$ cat config.mk
export PLATFORM = sky130hd
export DESIGN_NAME = oal_cell
export DESIGN_NICKNAME = d
export VERILOG_FILES = /design/src/sv/oal_pkg.sv /design/src/sv/oal_cell.sv
export SDC_FILE = /design/constraint.sdc
export NUM_CORES = 1
export LEC_CHECK = 0
export ABC_AREA = 1
export BUFFER_PORTS_ARGS = -buffer_cell sky130_fd_sc_hd__buf_2
export CAP_MARGIN = 20
export CORE_UTILIZATION = 30
export DETAILED_ROUTE_END_ITERATION = 8
export PLACE_DENSITY = 0.68
export SLEW_MARGIN = 5
export SYNTH_ARGS = -nofsm -noshare
export SYNTH_HDL_FRONTEND = slang
export SYNTH_SLANG_ARGS = --single-unit
$ cat constraint.sdc
create_clock -name clk -period 1.5 [get_ports clk]
set_input_delay 0.075 -clock clk [delete_from_list [all_inputs] [get_ports clk]]
set_output_delay 0.075 -clock clk [all_outputs]
set_load 0.01 [all_outputs]
$ cat src/sv/oal_pkg.sv
// ----------------------------------------------------------------------------
// Ordered array list package
// Field widths, command and status codes, transaction types and the control
// structures shared by the list cells and the top level.
// ----------------------------------------------------------------------------
package oal_pkg;

	localparam int DEPTH_DEFAULT = 64;
	localparam int CMD_W         = 3;
	localparam int POS_W         = 7;
	localparam int DATA_W        = 32;
	localparam int STATUS_W      = 3;
	localparam int FOUND_W       = 6;
	localparam int ITEM_CNT_W    = 7;
	localparam int CAP_W         = 7;

	localparam logic [CAP_W-1:0] CAP_RESET = 7'd64;

	typedef enum logic [CMD_W-1:0] {
		CMD_APPEND = 3'd0,
		CMD_INSERT = 3'd1,
		CMD_EDIT   = 3'd2,
		CMD_DELETE = 3'd3,
		CMD_GET    = 3'd4,
		CMD_FIND   = 3'd5
	} cmd_t;

	typedef enum logic [STATUS_W-1:0] {
		ST_OK       = 3'd0,
		ST_FULL     = 3'd1,
		ST_EMPTY    = 3'd2,
		ST_BADIDX   = 3'd3,
		ST_NOTFOUND = 3'd4
	} status_t;

	typedef enum logic [1:0] {
		FSM_IDLE,
		FSM_CHECK,
		FSM_SCAN,
		FSM_FINISH
	} state_t;

	typedef enum logic [1:0] {
		CELL_HOLD,
		CELL_LOAD,
		CELL_SHIFT_UP,
		CELL_SHIFT_DN
	} cell_op_t;

	typedef struct packed {
		cmd_t                      command;
		logic [POS_W-1:0]          position;
		logic signed [DATA_W-1:0]  value_in;
	} in_item_t;

	typedef struct packed {
		status_t                   status;
		logic signed [DATA_W-1:0]  value_out;
		logic [FOUND_W-1:0]        found_index;
		logic [ITEM_CNT_W-1:0]     item_count;
		logic                      full_flag;
		logic                      empty_flag;
	} out_item_t;

	typedef struct packed {
		cell_op_t op;
		logic     find;
	} cell_ctl_t;

	typedef struct packed {
		logic              valid;
		logic              hit;
		logic [DATA_W-1:0] data;
	} probe_t;

endpackage

$ cat src/sv/oal_cell.sv
// ----------------------------------------------------------------------------
// Ordered array list cell
// Holds one list entry, loads or shifts it from a neighbor on edits, and
// passes a registered search probe on to the next cell.
// ----------------------------------------------------------------------------
module oal_cell #(
	parameter int CMP_W = 7,
	parameter int IDX_W = 6,
	parameter int IDX   = 0
) (
	input  logic                          clk,
	input  logic                          arst_n,
	input  oal_pkg::cell_ctl_t            ctl,
	input  logic [CMP_W-1:0]              target,
	input  logic [CMP_W-1:0]              count,
	input  logic [oal_pkg::DATA_W-1:0]    value,
	input  logic [oal_pkg::DATA_W-1:0]    left_data,
	input  logic [oal_pkg::DATA_W-1:0]    right_data,
	output logic [oal_pkg::DATA_W-1:0]    data,
	input  oal_pkg::probe_t               probe_in,
	input  logic [IDX_W-1:0]              pidx_in,
	output oal_pkg::probe_t               probe_out,
	output logic [IDX_W-1:0]              pidx_out
);
	import oal_pkg::*;

	localparam logic [CMP_W-1:0] MY_POS = CMP_W'(IDX);
	localparam logic [IDX_W-1:0] MY_IDX = IDX_W'(IDX);

	logic [DATA_W-1:0] data_q;
	logic              pvalid_q;
	logic              phit_q;
	logic [DATA_W-1:0] pdata_q;
	logic [IDX_W-1:0]  pidx_q;
	logic              match;

	always_ff @(posedge clk) begin
		case (ctl.op)
			CELL_LOAD: begin
				if (MY_POS == target) begin
					data_q <= value;
				end
			end
			CELL_SHIFT_UP: begin
				if (MY_POS == target) begin
					data_q <= value;
				end else if (MY_POS > target) begin
					data_q <= left_data;
				end
			end
			CELL_SHIFT_DN: begin
				if (MY_POS >= target) begin
					data_q <= right_data;
				end
			end
			default: begin
				data_q <= data_q;
			end
		endcase
	end

	always_comb begin
		match = probe_in.valid && !probe_in.hit && (MY_POS < count) &&
			(ctl.find ? (data_q == value) : (MY_POS == target));
	end

	always_ff @(posedge clk or negedge arst_n) begin
		if (!arst_n) begin
			pvalid_q <= 1'b0;
			phit_q   <= 1'b0;
		end else begin
			pvalid_q <= probe_in.valid;
			phit_q   <= probe_in.hit | match;
		end
	end

	always_ff @(posedge clk) begin
		if (match) begin
			pdata_q <= data_q;
			pidx_q  <= MY_IDX;
		end else begin
			pdata_q <= probe_in.data;
			pidx_q  <= pidx_in;
		end
	end

	assign data            = data_q;
	assign probe_out.valid = pvalid_q;
	assign probe_out.hit   = phit_q;
	assign probe_out.data  = pdata_q;
	assign pidx_out        = pidx_q;

endmodule

# == Word level (Yosys, flattened, before mapping) ==
# Index checks and enable logic that the tools add are counted.
# classes
n_lt_le_gt_ge,3
eq_ne,7
muxes,7
bitwise_logic,1
n_reduce_logical,7
# op_table
operator,count
two-way mux 32 bit,5
one-hot mux 32 bit (3 select lines),1
equality test 32 bit,1
">= comparator 1 x 7 -> 1 bit, first input constant",1
"greater-than comparator 1 x 7 -> 1 bit, first input constant",1
logical NOT 7 bit,1
"less-than comparator 1 x 7 -> 1 bit, first input constant",1
"equality test 2 bit, second input constant",2
"!= test 2 bit, second input constant",2
AND reduction 4 bit,1
logical AND 1 bit,3
"!= test 3 bit, second input constant",1
nonzero test 3 bit,1
"equality test 2 x 1 -> 1 bit, second input constant",1
logical NOT 1 bit,1
two-way mux 1 bit,1
bitwise OR 1 bit,1
# totals
reg_bits,72
input_bits,155
wordCells,30

# == Logic depth before layout (Yosys ltp) ==
# logic_depth
ltp_word,5
ltp_mapped,13

# == Worst setup path before layout ==
# OpenSTA, ideal clock, no wires.
# synth_timing
path_type,input port to flip-flop
from,input port target[0]
to,"register data_q[0], in the netlist data[0] (enable)"
setup_ps,421
arrival_time_ps,1971
required_ps,1079
setup_slack_ps,-892
cell_stages,4
cell_sequence,nor3_2 -> nand3_2 -> clkbuf_1 -> nor2_1
# synth_via
elab_chain_cells,3
elab_cells_between_ends,7
classes_between,order compare: 2; eq/ne: 3; reduce/logical: 2
# synth_lines
item,line,rtl
from (decl),oal_cell.sv:14,"input logic [CMP_W-1:0] target,"
greater-than comparator 1 x 7 -> 1 bit (tied with other cells),oal_cell.sv:47,end else if (MY_POS > target) begin
!= test 3 bit (no line) or != test 2 bit (tied branches),n/a,
AND reduction 4 bit (no line) (*),n/a,
to (signal assigned),oal_cell.sv:46,data_q <= value;
to (signal assigned),oal_cell.sv:48,data_q <= left_data;
to (signal assigned),oal_cell.sv:53,data_q <= right_data;
to (decl),oal_cell.sv:30,logic [DATA_W-1:0] data_q;
# Every way passes the cells marked *; elsewhere a longest branch is shown, timed or not.
# A chain may end at the register's enable or synchronous reset.

# == Final worst setup path ==
# layout_timing
from,"register data_q[2], in the netlist data[2]"
to,register pdata_q[3]
# layout_via
elab_chain_cells,4
# layout_lines
item,line,rtl
from (signal assigned),oal_cell.sv:41,data_q <= value;
from (signal assigned),oal_cell.sv:46,
from (signal assigned),oal_cell.sv:48,
equality test 32 bit,oal_cell.sv:64,(ctl.find ? (data_q == value) : (MY_POS == target));
two-way mux 1 bit,oal_cell.sv:64,
logical AND 1 bit,oal_cell.sv:63,match = probe_in.valid && !probe_in.hit && (MY_POS < count) &&
two-way mux 32 bit,oal_cell.sv:78,if (match) begin
to (signal assigned),oal_cell.sv:79,pdata_q <= data_q;
to (signal assigned),oal_cell.sv:82,pdata_q <= probe_in.data;
to (decl),oal_cell.sv:33,logic [DATA_W-1:0] pdata_q;
# No other way between the ends.

==> out/metrics.sh <==
RUN_STATUS='finished with violations'
FAILING_CHECKS='setup timing'
SYNTH_ENABLE_FLOP_CELLS=32
CRITICAL-PATH-TOP-CELL-BY-COUNT='sky130_fd_sc_hd__nand2_1'
FINAL_WIRELENGTH_UM=13500
IR_WORST_VDD_V=0.000391
MIN_PATH_TYPE='input pin to register'
POST_SYNTH_MOST_FREQUENT_CELLS='164 x sky130_fd_sc_hd__nand2_1, 49 x sky130_fd_sc_hd__nor2_1, 38 x sky130_fd_sc_hd__dfxtp_1'
TIMING.CRITICAL_PATH.TO_TYPE='register'
POWER_FRAC_SEQ=0.410
LAYOUT-DRIVE-GT1-SHARE=0.409
POSTSYNTHCELLCOUNT=464
FLOORPLAN.CORE_AREA_UM2=12000
CLOCK_SINK_COUNT=72
SYNTH_TOP_AREA_SHARE=0.261
NUM_ANTENNA_CELLS=0
CRITPATHARRIVALTIME_PS=1880
INTPOWER_mW=4.04
GRT_SETUP_UNREPAIRED='true'
FP-ROW-COUNT=40
ANTENNA_VIOLATIONS_BEFORE_REPAIR=0
YS.WARNINGS.COUNT=0
YS.FLOP_TYPE='sky130_fd_sc_hd__dfxtp_1'
TIMING.FMAX_MHz=604
CTS_BUFFERS=9
ANTENNA_LEFT=0
DRT_FIRST_ITER_VIOLATIONS=207
SYN2LAYOUT_AREA_GROWTH_PCT=67.3
WORST_SLEW_MARGIN_REL=0.775
TIMING.FINAL.CRIT_PERIOD_PS=1650
TOTAL_SWITCHING_POWER_mW=1.22
ROUTEDWLPERCELL_UM=14.6
CPLARGESTDELAYFAMILY='simple AND/OR/NAND/NOR gates'
HOLD_VIOLATIONS=0
FINAL.SETUP.WORST_SLACK_PS=-155
GRT_USE_TOTAL=0.214
FLOORPLAN.INITIALDENSITY=0.307
POWER_LEAKAGE_nW=2.96
N_FILL_CELL=1168
CLK_TRANSITION_REPORTED_PATHS_PS=60
CRIT_CHAIN='xnor2_1 -> nand2_1 -> nor2_2 -> nand2_2 -> nor2_1 -> nand2_1 -> nand2_4 -> nand2_4 -> buf_8 -> nand2_1 -> nand2_1'
PLACE_INST=860
MIN_PATH_CELLS=3
POST-SYNTH-TOP-COUNT-CELL='sky130_fd_sc_hd__nand2_1'
WORST_CLOCK_SKEW_PS=4.86
VIA_COUNT=4254
LAYOUTNONFILLERINSTCOUNT=923
SYN_AREA_PER_CELL_UM2=7.94
GRT_REMAINING_OVERFLOW=0
TIMING.FINAL.SETUP_VIOLATIONS=39
POWER_DENSITY_nW_PER_UM2=854
POST_SYNTHESIS_NET_COUNT=619
SETUP.REG_TO_REG.WORST_SLACK_PS=-150
WORST-R2R-CELL-COUNT=11
PLACE_CONGESTION=0.746
NUM-NETS-FINAL=926
SYNTHESIS.AREA_UM2=3680
SYNTH-SEQ-AREA-SHARE=0.481
ASYNC_RESET_FF_FRAC=0.0278
DIEHEIGHT_UM=113
CRITICAL-PATH-MAX-STAGE-DELAY_PS=410
PATH_BUF_INV=1
GRT_MAX_DEGREE=39
CRITICAL-PATH-SLOWEST-CELL='sky130_fd_sc_hd__edfxtp_1'
WORST_SKEW_PAIR.LATE_LATENCY_PS=340
AREA_CONTRIBUTORS_POST_SYNTH='sky130_fd_sc_hd__edfxtp_1 26%, sky130_fd_sc_hd__dfxtp_1 21%, sky130_fd_sc_hd__nand2_1 17%'
HTREE_LEVELS=3
ROOT_CELL_OF_THE_CLOCK_TREE='sky130_fd_sc_hd__clkbuf_16'
WORSTMARGINPINSLEW_PS=337
PERIOD_UTILIZATION_POST_ROUTE=1.10
CRIT_PATH_CELL_COUNT=11
CTS_TREE='built'
SYNTHDISTINCTLIBCELLS=23
VIA_COUNT_OF_THE_FIRST_GLOBAL_ROUTING_PASS=4218
P_COMB_FRAC=0.160
DRTPASS1ITERATIONS=4
FLOORPLAN.IO_PINS=227
SLEW_VIOLATIONS=0
WORST_SETUP_PATH_START_KIND='register'
YOSYSTOPAREACELL='sky130_fd_sc_hd__edfxtp_1'
MAX-CAP-VIOLATIONS=0
DRT-VIAS-PER-INSTANCE=4.61
DP.FINAL_HPWL_UM=9430
GRT_PASS1_WL_UM=20700
CTS.PATH.MAX_BUFFERS=2
POWER.SWITCHING_FRACTION=0.232
DETAIL_ROUTE.DRC_VIOLATIONS=0
CLOCK_POWER_SHARE=0.431
WHS_PS=20.8
DIE_W_UM=113
WORST-ENDPOINT-REQUIRED_PS=1730
TIMING.CRITICAL_PATH.FANOUT_MAX=11
PATH_CLASS='register to register'
PORT_BUFFERS=226
DIE_AREA_UM2=12700
SYNTH_SEQ_CELLS=72
## cell families (layout without fill, tap and decap cells)
family	Yosys count	after routing	share of synthesized area
xor+xnor	26	26	0.0618
buf+inv	44	356	0.0591
compound gates	72	72	0.127
flops	72	72	0.481
simple gates	250	250	0.271
## cell usage in the layout (no fill, tap or decap), types with 2 or more instances in the layout
cell type                       netlist  routed
sky130_fd_sc_hd__buf_6                3       2
sky130_fd_sc_hd__dfxtp_1             38      38
sky130_fd_sc_hd__o21ai_0             32      32
sky130_fd_sc_hd__buf_2                9     226
sky130_fd_sc_hd__nand3_1             32      32
sky130_fd_sc_hd__buf_12               0       6
sky130_fd_sc_hd__dlygate4sd3_1        0      41
sky130_fd_sc_hd__dfrtp_1              2       2
sky130_fd_sc_hd__o221ai_1             6       6
sky130_fd_sc_hd__clkbuf_8             0       4
sky130_fd_sc_hd__o211ai_1            26      26
sky130_fd_sc_hd__xnor2_1             26      25
sky130_fd_sc_hd__buf_4                5      47
sky130_fd_sc_hd__inv_2                2       2
sky130_fd_sc_hd__nand2_2              2       2
sky130_fd_sc_hd__nor2_1              49      46
sky130_fd_sc_hd__nor2_2               0       2
sky130_fd_sc_hd__edfxtp_1            32      32
sky130_fd_sc_hd__clkbuf_16            0      10
sky130_fd_sc_hd__inv_1               14      14
sky130_fd_sc_hd__a21boi_2             0       6
sky130_fd_sc_hd__nand2_4              0       2
sky130_fd_sc_hd__nand2_1            164     162
## registers in the layout (all words and copies together), names as in the netlist
name	cells
pdata_q	32
pvalid_q	1
data	32
pidx_out	6
phit_q	1
## power by group through the flow
stage | clock network [mW] | registers, mW | logic [mW]
5_1_grt | 2.40 | 2.16 | 0.935
4_1_cts | 2.32 | 2.16 | 0.820
3_5_place_dp | 0 | 2.20 | 0.726
2_1_floorplan | 0 | 2.24 | 0.301
3_3_place_gp | 0 | 2.20 | 0.718
6_report | 2.27 | 2.16 | 0.840
## tightest hold or removal path: cells and delay by family
family | cells | cell delay (ps)
buffers and inverters | 1 | 70
AOI/OAI and AO/OA | 1 | 50
and+or+nand+nor | 1 | 40
## area by class of cell
class	count	area, µm²	share of cell area
Timing Repair Buffer	324	2080	0.337
Sequential cell	72	1770	0.288
Multi-Input combinational cell	348	1750	0.284
Clock buffer	14	284	0.0461
Tap cell	147	184	0.0298
Inverter	16	60.1	0.00975
Clock inverter	2	35.0	0.00569
## routing by layer
| metal | routed length (µm) | share of wire | vias to the layer above | track usage |
|---|---|---|---|---|
| met4 | 329 | 0.024 | 0 | 0.0924 |
| met1 | 5660 | 0.42 | 1916 | 0.241 |
| li1 | - | - | 2155 | - |
| met3 | 732 | 0.054 | 21 | 0.0455 |
| met2 | 6740 | 0.50 | 162 | 0.391 |
| met5 | 0 | 0 | - | 0 |
## timing repair
item | CTS | global route
gates cloned | 0 | 1
endpoints found under the setup margin | 39 | 39
pin swaps | 0 | 6
hold buffers | 41 | 0
endpoints found under the hold margin | 42 | 0
resized for setup | 13 | 9
buffers inserted | 5 | 0
## stage by stage
stage	cell area, µm²	setup WS (ps)	total power, mW	util	TNS [ps]
floorplan	3690	9.17	2.54	-	0
global placement	5310	-175	2.91	0.442	-6160
detailed placement	5310	-191	2.92	0.442	-6630
CTS	6100	-141	5.30	0.508	-4470
global route	6160	-284	5.50	0.513	-9750
finish	6160	-155	5.27	0.513	-4820
## final timing paths
check	from	to
worst max-delay path	data[2]$_DFFE_PP_	pdata_q[3]$_DFF_P_
worst min-delay path	right_data[31]	data[31]$_DFFE_PP_
worst max register to register	data[2]$_DFFE_PP_	pdata_q[3]$_DFF_P_
worst min register to register	data[9]$_DFFE_PP_	pdata_q[9]$_DFF_P_
max in group asynchronous	arst_n	phit_q$_DFF_PN0_
min in group asynchronous	arst_n	pvalid_q$_DFF_PN0_
Note: power is estimated with default switching activity, not from simulation.
